[src/hw/rtl/trapezoidal_move_profile_top_defines.svh]
// Assertion helpers shared by the RTL files.
// Each one expects clk and rst_n in scope.
`ifndef TRAPEZOIDAL_MOVE_PROFILE_TOP_DEFINES_SVH
`define TRAPEZOIDAL_MOVE_PROFILE_TOP_DEFINES_SVH

// Same-cycle implication.
`define TMP_ASSERT_NOW(lbl, pre, post, msg) \
    lbl: assert property (@(posedge clk) disable iff (!rst_n) (pre) |-> (post)) \
        else $error(msg);

// Next-cycle implication.
`define TMP_ASSERT_NEXT(lbl, pre, post, msg) \
    lbl: assert property (@(posedge clk) disable iff (!rst_n) (pre) |=> (post)) \
        else $error(msg);

`endif

[src/hw/rtl/tmp_queue.sv]
`include "trapezoidal_move_profile_top_defines.svh"

module tmp_queue #(
    parameter int DEPTH = 4,
    parameter int W     = 64
) (
    input  logic         clk,
    input  logic         rst_n,
    input  logic         push,
    input  logic [W-1:0] wdata,
    output logic         full,
    input  logic         pop,
    output logic         rvalid,
    output logic [W-1:0] rdata
);

    localparam int AW = $clog2(DEPTH);
    localparam int CW = $clog2(DEPTH + 1);

    logic [W-1:0]  mem_reg [DEPTH];
    logic [AW-1:0] wr_ptr_reg, wr_ptr_next;
    logic [AW-1:0] rd_ptr_reg, rd_ptr_next;
    logic [CW-1:0] count_reg, count_next;

    always_comb
    begin
        wr_ptr_next = wr_ptr_reg;
        rd_ptr_next = rd_ptr_reg;
        count_next  = count_reg;
        if (push)
        begin
            wr_ptr_next = (wr_ptr_reg == AW'(DEPTH - 1)) ? '0 : wr_ptr_reg + 1'b1;
        end
        if (pop)
        begin
            rd_ptr_next = (rd_ptr_reg == AW'(DEPTH - 1)) ? '0 : rd_ptr_reg + 1'b1;
        end
        if (push && !pop)
        begin
            count_next = count_reg + 1'b1;
        end
        else if (pop && !push)
        begin
            count_next = count_reg - 1'b1;
        end
    end

    always_ff @(posedge clk or negedge rst_n)
    begin
        if (!rst_n)
        begin
            wr_ptr_reg <= '0;
            rd_ptr_reg <= '0;
            count_reg  <= '0;
        end
        else
        begin
            wr_ptr_reg <= wr_ptr_next;
            rd_ptr_reg <= rd_ptr_next;
            count_reg  <= count_next;
        end
    end

    always_ff @(posedge clk)
    begin
        if (push)
        begin
            mem_reg[wr_ptr_reg] <= wdata;
        end
    end

    assign full   = (count_reg == CW'(DEPTH));
    assign rvalid = (count_reg != '0);
    assign rdata  = mem_reg[rd_ptr_reg];

    `TMP_ASSERT_NOW(a_no_underflow, pop, count_reg != '0, "queue popped while empty")
    `TMP_ASSERT_NOW(a_no_overflow, push, count_reg != CW'(DEPTH), "queue pushed while full")

endmodule

[config.mk]
export PLATFORM = sky130hd
export DESIGN_NAME = tmp_queue
export DESIGN_NICKNAME = d
export VERILOG_FILES = /design/src/hw/rtl/tmp_queue.sv
export VERILOG_INCLUDE_DIRS = /design/src /design/src/hw/rtl
export SDC_FILE = /design/constraint.sdc
export NUM_CORES = 1
export LEC_CHECK = 0
export ABC_AREA = 1
export BUFFER_PORTS_ARGS = -buffer_cell sky130_fd_sc_hd__buf_2
export CELL_PAD_IN_SITES_DETAIL_PLACEMENT = 1
export CELL_PAD_IN_SITES_GLOBAL_PLACEMENT = 1
export CORE_UTILIZATION = 51
export CTS_CLUSTER_SIZE = 30
export DETAILED_ROUTE_END_ITERATION = 12
export MAX_ROUTING_LAYER = met4
export PLACE_DENSITY_LB_ADDON = 0.3
export SLEW_MARGIN = 20
export SYNTH_ARGS = -nofsm -noshare
export SYNTH_HDL_FRONTEND = slang
export SYNTH_SLANG_ARGS = --single-unit
[constraint.sdc]
create_clock -name clk -period 4.7 [get_ports clk]
set_input_delay 0.94 -clock clk [delete_from_list [all_inputs] [get_ports clk]]
set_output_delay 0.94 -clock clk [all_outputs]
set_load 0.005 [all_outputs]
Yosys cells after proc, flatten, opt, wreduce, memory -nomap -nowiden

Memories as Yosys holds them, arrays and structs flattened.
Index checks and enable logic that the tools add are counted.

Bits in registers: 7
Bits in writable memories: 256
Bits of input ports: 68
Output and inout port bits: 66
Logic and storage cells: 23
Memories: 1

$add $sub $neg: 4
Equal/unequal tests: 3
Multiplexer cells: 6
Reduce and logical (&&, ||, !) cells: 6

Memories:

| memory  | words | bits a word | rd ports | clocked after memory_dff | wr ports | RTL line        | source |
|---|---|---|---|---|---|---|---|
| mem_reg | 4     | 64          | 1        | 0                        | 1        | tmp_queue.sv:20 | `logic [W-1:0] mem_reg [DEPTH];` |

Operator list:

| cell                  | count |
|---|---|
| $mux W3               | 2 |
| $add A2 B1 Y2 const B | 2 |
| $eq A2 B2 Y1 const B  | 2 |
| $mux W2               | 2 |
| $add A3 B1 Y3 const B | 1 |
| $eq A3 B3 Y1 const B  | 1 |
| $reduce_bool A3 Y1    | 1 |
| $sub A3 B1 Y3 const B | 1 |
| $logic_and A1 B1 Y1   | 2 |
| $logic_not A1 Y1      | 2 |
| $mux W1               | 2 |
| $reduce_bool A2 Y1    | 1 |

Longest topological paths before layout

Depth in word-level cells: 4
Gate-level depth with buffers: 9
Mapped depth without buffers: 9

Worst setup path after synthesis

Ideal clock, no wire load.

Path type: input-to-reg
Start: input port push
End: memory mem_reg[3][0], enable pin
Library setup time: 0.418 ns
Data arrival time: 2.226 ns
Data required time: 4.282 ns
Setup slack: 2.056 ns
Stages: 2
Buffers on the path: 0
Path through: nand2_1 > inv_1

Cells in the longest elaborated chain, start to end: 2

RTL lines:

| item                          | RTL line        | source |
|---|---|---|
| from (decl)                   | tmp_queue.sv:9  | `input logic push,` |
| $mux W1                       | tmp_queue.sv:66 | `if (push)` |
| $mux W1 (not written as such) | tmp_queue.sv:68 | `mem_reg[wr_ptr_reg] <= wdata;` |
| to (decl)                     | tmp_queue.sv:20 |  |

No other way between the ends.

Worst setup path in the final report

Start: register rd_ptr_reg[0]
End: output port rdata[58]

Cells in the longest elaborated chain, start to end: 1

RTL lines:

| item                   | RTL line        | source |
|---|---|---|
| from (decl)            | tmp_queue.sv:22 | `logic [AW-1:0] rd_ptr_reg, rd_ptr_next;` |
| from (signal assigned) | tmp_queue.sv:59 | `rd_ptr_reg <= rd_ptr_next;` |
| $mem_v2 Z4 W64         | -               |  |
| to (decl)              | tmp_queue.sv:14 | `output logic [W-1:0] rdata` |

No other way between the ends.

==> impl_metrics.csv <==
group,metric,value,unit
run_status,status,"finished, final reports clean",
detailed_routing,vias,6464,
worst_setup_path,reg2reg_from,"wr_ptr_reg[0]$_DFFE_PN0P_",
global_routing,grt_max_degree,121,
timing,period_minus_slack,3.542,ns
worst_setup_path,cp-start-kind,"flip-flop",
worst_setup_path,crit_type,"flip-flop to output pin",
floorplanning,dieArea,21370,um^2
timing,holdWs,0.2523,ns
timing,worst_pin_slew,0.9196,ns
logic_synthesis,synthMuxAreaShare,0,%
timing,rsz0062_at_grt,"no",
global_routing,grt_overflow_total,0,
floorplanning,pin_count,134,
logic_synthesis,synth_top_family_by_area,"compound AO/OA/AOI/OAI gates",
floorplanning,die_height,146.2,um
timing,slew_headroom,38.61,%
timing,slew_violations,0,
detailed_routing,route.detailed.drc,0,
detailed_routing,drt_iter0_drc,296,
cts,clock_latency,0.52,ns
detailed_routing,ant_nets,0,
cts,numCtsBuffers,27,
timing,setup_tns,0,ns
worst_setup_path,r2r_slack,2.48,ns
logic_synthesis,synth_fa_ha_area_share,0.8966,%
floorplanning,die_w,146.2,um
floorplanning,initial_core_util,52.24,%
logic_synthesis,syn-cell-area,10610,um^2
logic_synthesis,syn_inst,800,
power,p_leak,5.017,nW
layout,drive_gt1_share,20.06,%
layout,postLayoutCoreUtil,60.44,%
logic_synthesis,ys_ff_latch,263,
worst_setup_path,crit_arrival,2.60,ns
power,max-vdd-ir-drop,0.0004492,V
timing,clock_skew,0.01760,ns
worst_setup_path,ff2ff_path_depth,5,
logic_synthesis,yosysWarnings,0,
cts,cts_setup_buffers,0,
logic_synthesis,ys_seq_area_share,74.14,%
global_routing,grt_pass1_vias,6979,
floorplanning,std_cell_rows,52,
timing,hold_viol,0,
cts,clock_path_buffers,3,
cts,cts_tree,"built",
worst_setup_path,critPathMaxFanout,120,
layout,syn_to_final_growth,15.68,%
global_routing,grt_pass1_wl,36590,um
timing,min_period_over_period,75.36,%
cts,clk_pin_slew,0.06,ns
place,placed_cells,1173,
detailed_routing,dr.pass1.iters,4,
logic_synthesis,synth_compound_area_share,9.250,%
layout,layout_commonest_cell,"edfxtp_1",
logic_synthesis,synth_xor_area_share,0.08259,%
logic_synthesis,synth_cell_types,18,
timing,max_freq,0.2823,GHz
detailed_routing,avgViaCountPerCell,5.281,
layout,nets,1007,
run,drv_cap,0,
layout,largest_reg_flops,256,
logic_synthesis,syn_area_per_cell,13.26,um^2
layout,mostFrequentLayoutCells,"256 x edfxtp_1, 208 x nand2_1, 135 x inv_1",
global_routing,antenna_found_initial,2,
worst_setup_path,r2r-end,"mem_reg[2][45]$_DFFE_PP_",
worst_setup_path,cp-end-kind,"output pin",
cts,cts.sinks,263,
power,power,7.291,mW
place,portBuffers,133,
worst_setup_path,cp.required,3.76,ns
min_path,hold_path_class,"primary input to asynchronous set/reset pin",
power,power-per-cell-area,594.3,nW/um^2
layout,fin_cells,1224,
cts,post_cts_resized,0,
place,dp_hpwl,13890,um
detailed_routing,wl_per_cell,18.94,um
detailed_routing,routed_wl,23190,um
logic_synthesis,syn_nets,875,
layout,fillers,2045,
cts,root_buffer,"clkbuf_16",
place,place_congestion,0.7043,
cts,holdBufCountCts,0,
logic_synthesis,synth-simple-area-share,7.622,%
timing,setup_viol,0,
cts,htreeDepth,1,
global_routing,track_usage,22.94,%
floorplanning,design.core.area,20300,um^2
==> area by class of cell <==
class,instances,area (um^2),area share [%]
multi-input cells,354,1893,15.43
clock inverters,12,110.1,0.8975
diodes,2,5.005,0.04080
well taps,270,337.8,2.754
inverters,141,534.3,4.355
repair buffers,145,780.7,6.364
clock buffers,37,743.2,6.058
flip-flops and latches,263,7864,64.10
==> layer usage <==
metal	global-route usage [%]	up-vias	part of all wire, %
met3	3.406	27	4.0
met5	-	-	0
li1	-	3061	-
met1	27.14	3227	41
met4	5.938	0	1.6
met2	40.95	149	53
==> where the power goes <==
group | leakage (nW) | switching, mW | internal (mW)
Sequential | 2.43 | 0.117 | 3.01
Combinational | 2.16 | 1.40 | 0.722
Clock | 0.423 | 0.832 | 1.21
Total | 5.02 | 2.35 | 4.94
==> worst max-delay path: stages (launching register included) <==
cell      delay (ns)
dfrtp_1         0.45
inv_6           0.63
buf_4           0.49
nand2_1         0.13
o211ai_1        0.13
nand2_1         0.09
buf_2           0.13
==> worst max-delay path by stage <==
| stage | start | endpoint | slack, ns | cells past startpoint |
|---|---|---|---|---|
| 2_1_floorplan | push | mem_reg[3][0]$_DFFE_PP_ | 2.06 | 2 |
| 3_3_place_gp | rd_ptr_reg[0]$_DFFE_PN0P_ | rdata[57] | 1.83 | 6 |
| 3_5_place_dp | rd_ptr_reg[0]$_DFFE_PN0P_ | rdata[56] | 1.71 | 6 |
| 4_1_cts | rd_ptr_reg[0]$_DFFE_PN0P_ | rdata[56] | 1.13 | 6 |
| 5_1_grt | rd_ptr_reg[0]$_DFFE_PN0P_ | rdata[58] | 0.97 | 6 |
| 6_report | rd_ptr_reg[0]$_DFFE_PN0P_ | rdata[58] | 1.16 | 6 |
==> kinds of logic after synthesis <==
| family | count (synthesis) |
|---|---|
| AND/OR/NAND/NOR | 214 |
| XOR/XNOR | 1 |
| adder cells (fa/ha/maj) | 7 |
| flip-flops | 263 |
| AO/OA/AOI/OAI | 132 |
| buffers and inverters | 183 |
==> through the flow <==
stage	setup WS (ns)	cell area, um^2
5_1_grt	0.9700	12270
2_1_floorplan	2.056	10610
3_3_place_gp	1.834	11410
6_report	1.158	12270
3_5_place_dp	1.709	11410
4_1_cts	1.126	12260
==> cells in the mapped netlist <==
cell | count | area (um^2)
buf_2 | 16 | 80.08
buf_4 | 12 | 90.09
buf_6 | 13 | 146.4
clkbuf_1 | 1 | 3.750
dfrtp_1 | 7 | 175.2
edfxtp_1 | 256 | 7687
fa_1 | 1 | 20.02
ha_1 | 6 | 75.07
inv_1 | 140 | 525.5
inv_2 | 1 | 3.750
nand2_1 | 208 | 780.8
nand3_1 | 1 | 5.000
nand4_1 | 1 | 6.260
nor2_1 | 3 | 11.26
nor3_1 | 1 | 5.000
o211ai_1 | 128 | 960.9
o21ai_0 | 4 | 20.02
xnor2_1 | 1 | 8.760
No activity file was read; power rests on OpenSTA's default activity.
