**src/hw/rtl/trapezoidal_move_profile_top_defines.svh**
```systemverilog
// Assertion helpers shared by the RTL files.
// Each one expects clk and rst_n in scope.
`ifndef TRAPEZOIDAL_MOVE_PROFILE_TOP_DEFINES_SVH
`define TRAPEZOIDAL_MOVE_PROFILE_TOP_DEFINES_SVH

// Same-cycle implication.
`define TMP_ASSERT_NOW(lbl, pre, post, msg) \
    lbl: assert property (@(posedge clk) disable iff (!rst_n) (pre) |-> (post)) \
        else $error(msg);

// Next-cycle implication.
`define TMP_ASSERT_NEXT(lbl, pre, post, msg) \
    lbl: assert property (@(posedge clk) disable iff (!rst_n) (pre) |=> (post)) \
        else $error(msg);

`endif

```
**src/hw/rtl/tmp_pkg.sv**
```systemverilog
package tmp_pkg;

    localparam int DATA_W      = 32;
    localparam int WIDE_W      = 64;
    localparam int LEN_W       = 33;
    localparam int QUEUE_DEPTH = 4;
    localparam int CFG_IDX_W   = 2;
    localparam int IN_W        = 4 * DATA_W;
    localparam int OUT_W       = 7 * DATA_W;

    localparam logic [CFG_IDX_W-1:0] REG_MAX_VELOCITY     = 2'd0;
    localparam logic [CFG_IDX_W-1:0] REG_MAX_ACCELERATION = 2'd1;
    localparam logic [CFG_IDX_W-1:0] REG_MAX_DECELERATION = 2'd2;

    localparam logic [DATA_W-1:0] LIMIT_RESET = 32'h0001_0000;
    localparam logic [DATA_W-1:0] ALL_ONES    = '1;

    typedef struct packed {
        logic [DATA_W-1:0] v;
        logic [DATA_W-1:0] a;
        logic [DATA_W-1:0] d;
        logic [WIDE_W-1:0] ra;
        logic [WIDE_W-1:0] rd;
        logic [WIDE_W-1:0] rsum;
        logic [DATA_W-1:0] tu_trap;
        logic [DATA_W-1:0] td_trap;
    } tmp_cfg_t;

    typedef struct packed {
        logic [DATA_W-1:0] up_dist;
        logic [DATA_W-1:0] cr_dist;
        logic [DATA_W-1:0] dn_dist;
        logic [DATA_W-1:0] cr_time;
        logic              flat;
        logic              ovf_up;
        logic              ovf_dn;
    } tmp_res_t;

    function automatic logic [DATA_W-1:0] sat64(input logic [WIDE_W-1:0] x);
        sat64 = (x[WIDE_W-1:DATA_W] != '0) ? ALL_ONES : x[DATA_W-1:0];
    endfunction

endpackage

```
**src/hw/rtl/tmp_front.sv**
```systemverilog
`include "trapezoidal_move_profile_top_defines.svh"

module tmp_front (
    input  logic                           clk,
    input  logic                           rst_n,
    input  logic                           cfg_we,
    input  logic [tmp_pkg::CFG_IDX_W-1:0]  cfg_index,
    input  logic [tmp_pkg::DATA_W-1:0]     cfg_data,
    input  logic                           s_tvalid,
    output logic                           s_tready,
    input  logic [tmp_pkg::IN_W-1:0]       s_tdata,
    output logic                           push,
    output logic [2*tmp_pkg::DATA_W-1:0]   wdata,
    input  logic                           full,
    output tmp_pkg::tmp_cfg_t              cfg
);

    import tmp_pkg::*;

    localparam logic [1:0] ST_LOAD = 2'd0;
    localparam logic [1:0] ST_RUN  = 2'd1;
    localparam logic [1:0] ST_DONE = 2'd2;

    localparam logic [1:0] JOB_RA = 2'd0;
    localparam logic [1:0] JOB_RD = 2'd1;
    localparam logic [1:0] JOB_TU = 2'd2;
    localparam logic [1:0] JOB_TD = 2'd3;

    logic [1:0]        state_reg, state_next;
    logic [1:0]        job_reg, job_next;
    logic [5:0]        cnt_reg, cnt_next;
    logic [WIDE_W-1:0] num_reg, num_next;
    logic [LEN_W-1:0]  den_reg, den_next;
    logic [LEN_W-1:0]  rem_reg, rem_next;
    logic [DATA_W-1:0] v_reg, a_reg, d_reg;
    logic [WIDE_W-1:0] ra_reg, rd_reg, rsum_reg;
    logic [DATA_W-1:0] tu_reg, td_reg;
    logic [DATA_W-1:0] wval;
    logic [LEN_W:0]    trial;
    logic              ge;
    logic [WIDE_W-1:0] quot;
    logic [WIDE_W-1:0] vsq;
    logic              done;

    logic signed [DATA_W:0] dx_s, dy_s;
    logic [DATA_W-1:0]      dx, dy;

    assign wval  = (cfg_data == '0) ? DATA_W'(1) : cfg_data;
    assign vsq   = v_reg * v_reg;
    assign trial = {rem_reg, num_reg[WIDE_W-1]};
    assign ge    = (trial >= {1'b0, den_reg});
    assign quot  = {num_reg[WIDE_W-2:0], ge};
    assign done  = (cnt_reg == 6'd63);

    always_comb
    begin
        state_next = state_reg;
        job_next   = job_reg;
        cnt_next   = cnt_reg;
        num_next   = num_reg;
        den_next   = den_reg;
        rem_next   = rem_reg;
        unique case (state_reg)
            ST_LOAD:
            begin
                rem_next   = '0;
                cnt_next   = '0;
                state_next = ST_RUN;
                unique case (job_reg)
                    JOB_RA:
                    begin
                        num_next = vsq;
                        den_next = {a_reg, 1'b0};
                    end
                    JOB_RD:
                    begin
                        num_next = vsq;
                        den_next = {d_reg, 1'b0};
                    end
                    JOB_TU:
                    begin
                        num_next = {16'd0, v_reg, 16'd0};
                        den_next = {1'b0, a_reg};
                    end
                    JOB_TD:
                    begin
                        num_next = {16'd0, v_reg, 16'd0};
                        den_next = {1'b0, d_reg};
                    end
                    default:
                    begin
                        num_next = num_reg;
                    end
                endcase
            end
            ST_RUN:
            begin
                rem_next = ge ? LEN_W'(trial - {1'b0, den_reg}) : trial[LEN_W-1:0];
                num_next = quot;
                cnt_next = cnt_reg + 1'b1;
                if (done)
                begin
                    if (job_reg == JOB_TD)
                    begin
                        state_next = ST_DONE;
                    end
                    else
                    begin
                        job_next   = job_reg + 1'b1;
                        state_next = ST_LOAD;
                    end
                end
            end
            ST_DONE:
            begin
                state_next = ST_DONE;
            end
            default:
            begin
                state_next = ST_LOAD;
                job_next   = JOB_RA;
            end
        endcase
        if (cfg_we)
        begin
            state_next = ST_LOAD;
            job_next   = JOB_RA;
        end
    end

    always_ff @(posedge clk or negedge rst_n)
    begin
        if (!rst_n)
        begin
            state_reg <= ST_LOAD;
            job_reg   <= JOB_RA;
            cnt_reg   <= '0;
            v_reg     <= LIMIT_RESET;
            a_reg     <= LIMIT_RESET;
            d_reg     <= LIMIT_RESET;
        end
        else
        begin
            state_reg <= state_next;
            job_reg   <= job_next;
            cnt_reg   <= cnt_next;
            if (cfg_we)
            begin
                unique case (cfg_index)
                    REG_MAX_VELOCITY:     v_reg <= wval;
                    REG_MAX_ACCELERATION: a_reg <= wval;
                    REG_MAX_DECELERATION: d_reg <= wval;
                    default:              v_reg <= v_reg;
                endcase
            end
        end
    end

    always_ff @(posedge clk)
    begin
        num_reg <= num_next;
        den_reg <= den_next;
        rem_reg <= rem_next;
        if (state_reg == ST_RUN && done)
        begin
            case (job_reg)
                JOB_RA:
                begin
                    ra_reg <= quot;
                end
                JOB_RD:
                begin
                    rd_reg   <= quot;
                    rsum_reg <= ra_reg + quot;
                end
                JOB_TU:
                begin
                    tu_reg <= sat64(quot);
                end
                default:
                begin
                    td_reg <= sat64(quot);
                end
            endcase
        end
    end

    assign dx_s = $signed({s_tdata[95], s_tdata[95:64]}) - $signed({s_tdata[31], s_tdata[31:0]});
    assign dy_s = $signed({s_tdata[127], s_tdata[127:96]})
                - $signed({s_tdata[63], s_tdata[63:32]});
    assign dx   = dx_s[DATA_W] ? DATA_W'(-dx_s) : dx_s[DATA_W-1:0];
    assign dy   = dy_s[DATA_W] ? DATA_W'(-dy_s) : dy_s[DATA_W-1:0];

    assign s_tready = (state_reg == ST_DONE) && !full;
    assign push     = s_tvalid && s_tready;
    assign wdata    = {dy, dx};

    assign cfg.v       = v_reg;
    assign cfg.a       = a_reg;
    assign cfg.d       = d_reg;
    assign cfg.ra      = ra_reg;
    assign cfg.rd      = rd_reg;
    assign cfg.rsum    = rsum_reg;
    assign cfg.tu_trap = tu_reg;
    assign cfg.td_trap = td_reg;

    `TMP_ASSERT_NOW(a_hold_while_calc, state_reg != ST_DONE, !s_tready, "move taken before limits ready")
    `TMP_ASSERT_NEXT(a_restart_on_write, cfg_we, state_reg == ST_LOAD && job_reg == JOB_RA, "limit unit did not restart")

endmodule

```
**config.mk**
```make
export PLATFORM = sky130hd
export DESIGN_NAME = tmp_front
export DESIGN_NICKNAME = d
export VERILOG_FILES = /design/src/hw/rtl/tmp_pkg.sv /design/src/hw/rtl/tmp_front.sv
export VERILOG_INCLUDE_DIRS = /design/src /design/src/hw/rtl
export SDC_FILE = /design/constraint.sdc
export NUM_CORES = 2
export LEC_CHECK = 0
export BUFFER_PORTS_ARGS = -buffer_cell sky130_fd_sc_hd__buf_2
export CAP_MARGIN = 20
export CORE_ASPECT_RATIO = 1.2
export CORE_UTILIZATION = 39
export DETAILED_ROUTE_END_ITERATION = 10
export PLACE_DENSITY = 0.57
export SLEW_MARGIN = 20
export SYNTH_ARGS = -nofsm -noshare
export SYNTH_HDL_FRONTEND = slang
export SYNTH_SLANG_ARGS = --single-unit
```
**constraint.sdc**
```tcl
create_clock -name clk -period 17.7 [get_ports clk]
set_input_delay 0 -clock clk [delete_from_list [all_inputs] [get_ports clk]]
set_output_delay 0 -clock clk [all_outputs]
set_load 0.02 [all_outputs]
```
## Word level (Yosys, flattened, before mapping)

Cells that the tools add are included.
Widths: inputs -> output; s select.

- Flip-flop bits (word level): 492
- Output and inout port bits: 418
- Input bits: 167

- Multipliers: 1
- Multiplexer cells: 18
- Bitwise operators: 1
- Eq/ne operators: 11
- Reduce and logical (&&, ||, !) cells: 22
- Magnitude comparators: 1
- Add/sub/neg operators: 8

Operator list:

| kind | number |
|---|---|
| $pmux 64 s2 | 2 |
| $pmux 33 s4 | 1 |
| $mux 32 | 4 |
| $pmux 33 s2 | 1 |
| $sub 32x32->33 | 2 |
| $add 64x64->64 | 1 |
| $mul 32x32->64 | 1 |
| $neg 32->32 | 2 |
| $ge 34x33->1 | 1 |
| $mux 33 | 1 |
| $sub 33x33->33 | 1 |
| $logic_not 32->1 | 1 |
| $reduce_bool 32->1 | 1 |
| $reduce_and 2->1 | 7 |
| $mux 2 | 6 |
| $pmux 6 s2 | 1 |
| $eq 2x2->1 const B | 4 |
| $add 6x1->6 const B | 1 |
| $eq 2x1->1 const B | 3 |
| $eq 6x6->1 const B | 1 |
| $logic_not 2->1 | 3 |
| $ne 3x3->1 const B | 2 |
| $pmux 2 s3 | 1 |
| $reduce_or 2->1 | 3 |
| other kinds (9) | 11 |

## Depth between registers and ports, before layout

- Depth after elaboration: 5
- Gate-level depth with buffers: 32
- Gate-level depth less buffers: 29

## Worst setup path before layout

Ideal clock, no wire load.

- Path type: register -> register
- From: reg v_reg[16]
- To: reg num_reg[63] (data pin)
- Arrival time: 8.014 ns
- Slack: 9.420 ns
- Setup time: 0.267 ns
- Buffers on the path: 1
- Cell stages (with the launch flop): 29
- Data required time: 17.433 ns
- Cell sequence: dfstp_2 -> clkbuf_1 -> clkinv_1 -> nor2_1 -> inv_1 -> fa_1 -> inv_1 -> fa_1 -> inv_1 -> fa_1 -> fa_1 -> fa_1 -> inv_1 -> fa_1 -> fa_1 -> fa_1 -> ha_1 -> a21oi_1 -> o21ai_0 -> a221oi_1 -> a21oi_1 -> o21ai_0 -> a211oi_1 -> o31ai_1 -> o31ai_1 -> or4_1 -> a31oi_1 -> xnor2_1 -> o21ai_0

- Cells in the longest elaborated chain, start to end: 3

Ends and longest elaborated chain:

| element | RTL line | text |
|---|---|---|
| start, declared | tmp_front.sv:35 | `logic [DATA_W-1:0] v_reg, a_reg, d_reg;` |
| start signal, assigned | tmp_front.sv:150 | `REG_MAX_VELOCITY: v_reg <= wval;` |
| start signal, assigned | tmp_front.sv:153 | `default: v_reg <= v_reg;` |
| $mul 32x32->64 | tmp_front.sv:49 | `assign vsq = v_reg * v_reg;` |
| $pmux 64 s2 | tmp_front.sv:69 | `unique case (job_reg)` |
| $pmux 64 s2 | tmp_front.sv:63 | `unique case (state_reg)` |
| net num_next[63] | tmp_front.sv:32 | `logic [WIDE_W-1:0] num_reg, num_next;` |
| end signal, assigned | tmp_front.sv:161 | `num_reg <= num_next;` |
| end, declared | tmp_front.sv:32 |  |

The timed path passes the listed nets, and every way through them passes these cells.
A chain may end at the register's enable or synchronous reset.

## Final worst setup path

Ends and elaborated chain as after synthesis.

==> impl_metrics.csv <==
group,metric,value,unit
final_layout,mostFrequentLayoutCells,"1151 x inv_1, 796 x fa_1, 583 x buf_2, 483 x nand2_1, 468 x ha_1",
floorplan,die_area,0.150,sq mm
final_layout,seq_area,0.0142,sq mm
clocking,cts_setup_buffers,0,
worst_setup_path,critPathLaunchType,"flop",
route,routed_wl,188000,um
final_layout,multi_input_area,0.0385,sq mm
timing,slew_headroom,0.253,
placed_design,numPortBuffers,584,
clocking,cts.sinks,492,
final_layout,drive_gt1_frac,0.136,
floorplan,ioPinCount,585,
worst_setup_path,r2r_start,"v_reg[16]",
worst_setup_path,required,18.03,ns
clocking,clk_pin_slew,0.07,ns
floorplan,die_h,424,um
logic_synthesis,synth_largest_area_cell,"fa_1",
timing,rsz0062_at_grt,"false",
status,outcome,"finished, final reports clean",
logic_synthesis,synth_edf_count,386,
worst_hold_path,min_from,"cfg_index[0]",
route,vias,44069,
timing,finalHoldViolCount,0,
worst_setup_path,critical_path.max_fanout,29,
placed_design,hpwl,150000,um
worst_setup_path,worstSetupPathType,"flop to flop",
clocking,cts_root_buffer,"clkbuf_16",
timing,max_freq,0.100,GHz
route,drtIter0Drc,3215,
floorplan,start_util,0.394,
clocking,holdBufCountCts,36,
route,drcViolationCount,0,
logic_synthesis,synth_cells,5878,
route,viasPerCell,5.27,
timing,slew_violations,0,
floorplan,die_w,354,um
clocking,tritoncts,"built",
timing,max_slew.worst_pin.slew,1.11,ns
floorplan,core_area,0.147,sq mm
placed_design,dpl_worst_slack,7.79,ns
clocking,htreeDepth,2,
floorplan,row_count,154,
final_layout,final_common_cell,"inv_1",
global_route,first_global_vias,46408,
route,drt_first_pass_iters,8,
global_route,antenna_found_initial,1,
clocking,clk_path_buf_depth,3,
timing,finalWorstSetupSlack,7.74,ns
clocking,cts.repair.resized,0,
worst_hold_path,hold_path_class,"primary input to flop",
logic_synthesis,syn_area,0.0579,sq mm
worst_setup_path,critPathLaunch,"v_reg[16]",
job,maxCapViolations,0,
final_layout,fin_nets,7804,
timing,period_needed,9.96,ns
global_route,overflow,0,
logic_synthesis,synth_seq_area_share,0.246,
route,wl_per_cell,22.5,um
global_route,grt_util_all_layers,0.249,
placed_design,gp_congestion,0.951,
worst_setup_path,r2r_slack,7.74,ns
logic_synthesis,ys.warnings.count,0,
timing,final.setup.tns,0,ns
logic_synthesis,ys_seq_elements,492,
timing,period_share,0.563,
final_layout,fillers,14350,
clocking,numCtsBuffers,48,
route,ant_nets,0,
logic_synthesis,async_flop_share,0.215,
worst_setup_path,crit_path_end_kind,"flop",
logic_synthesis,synth_cell_types,79,
logic_synthesis,syn-num-nets,7310,
logic_synthesis,syn_area_per_cell,9.86,sq um
logic_synthesis,synth_ff_type,"edfxtp_1",
worst_setup_path,arrival,10.29,ns
logic_synthesis,synth_top_area_frac,0.275,
logic_synthesis,synth_area_leaders,"fa_1 28%, edfxtp_1 20%, ha_1 10%",
global_route,grt_pass1_wl,284000,um
global_route,grt_max_degree,74,
clocking,clock_latency,0.63,ns
timing,setup_viol,0,
timing,finalClockSkew,0.0416,ns
final_layout,syn_to_final_growth,12.2,%
## cell families (layout without fill, tap and decap cells)
logic type      after synthesis  count (layout)  synth area share
compound gates              960             960             0.107
xor+xnor                    302             302            0.0457
fa+ha+maj                  1265            1265             0.376
buf+inv                    1387            1920            0.0899
flops                       492             492             0.246
mux                         126             126            0.0235
other cells                   0               1                 0
simple gates               1346            1346             0.112
## metrics by stage
stage               cells  hold WS (ns)  area, sq um   util
CTS                  8361        0.0210        65000  0.441
finish               8362        0.0453        65000  0.441
global placement     8236     -0.000914        62900  0.427
detailed placement   8236      0.000605        62900  0.427
floorplan            5878        -0.296        57900      -
global route         8361        0.0882        65000  0.441
## cell usage after synthesis, types with 29 or more instances
cell type,n
nand2_1,485
a21o_1,147
nor2_1,267
nand3_1,56
a222oi_1,31
a31oi_1,62
o21ai_0,197
and3_1,32
nand4_1,46
o21bai_1,36
ha_1,469
nand2b_1,29
inv_1,1152
and2_1,244
nor2b_1,32
xor2_1,127
a21oi_1,282
nor3_1,39
fa_1,796
mux2i_1,45
dfrtp_1,103
clkbuf_1,226
mux2_2,81
or3_1,46
xnor2_1,175
edfxtp_1,386
## routing by layer
metal | up-vias | global-route usage | wire length, um
li1 | 20134 | - | -
met1 | 22164 | 0.301 | 74600
met2 | 1424 | 0.442 | 94000
met3 | 347 | 0.0275 | 9600
met4 | 0 | 0.112 | 9690
met5 | - | 0 | 0
## area by class of cell
type | count | area share
Inverter | 1153 | 0.0666
Clock inverter | 29 | 0.00570
Sequential cell | 492 | 0.219
Timing Repair Buffer | 678 | 0.0574
Tap cell | 1950 | 0.0375
Clock buffer | 60 | 0.0208
Antenna cell | 1 | 0.0000385
Multi-Input combinational cell | 3999 | 0.593
## worst max-delay path, stage by stage (launching register included)
cell and delay (ns):
dfstp_2 1.11, clkinv_1 0.61, nor2_1 0.33, inv_1 0.09
fa_1 0.49, inv_1 0.05, fa_1 0.50, inv_1 0.05
fa_1 0.39, fa_1 0.51, fa_1 0.54, inv_1 0.05
fa_1 0.47, fa_1 0.51, fa_1 0.42, ha_1 0.37
a21oi_1 0.30, o21ai_0 0.18, a221oi_1 0.44, a21oi_1 0.12
o21ai_0 0.32, a211oi_1 0.18, o31ai_1 0.57, o31ai_1 0.18
or4_1 0.41, a31oi_1 0.23, xnor2_1 0.14, o21ai_0 0.08
## worst paths after layout
path | to | cells after the start
worst max-delay path | num_reg[63] | 27
worst min-delay path | v_reg[1] | 5
worst max register to register | num_reg[63] | 27
worst min register to register | cnt_reg[5] | 2
max in group asynchronous | v_reg[14] | 4
min in group asynchronous | a_reg[27] | 4
Power is left out: the tool's default activity adds up to more than one toggle a clock period on the data nets, which glitch-free logic cannot reach.
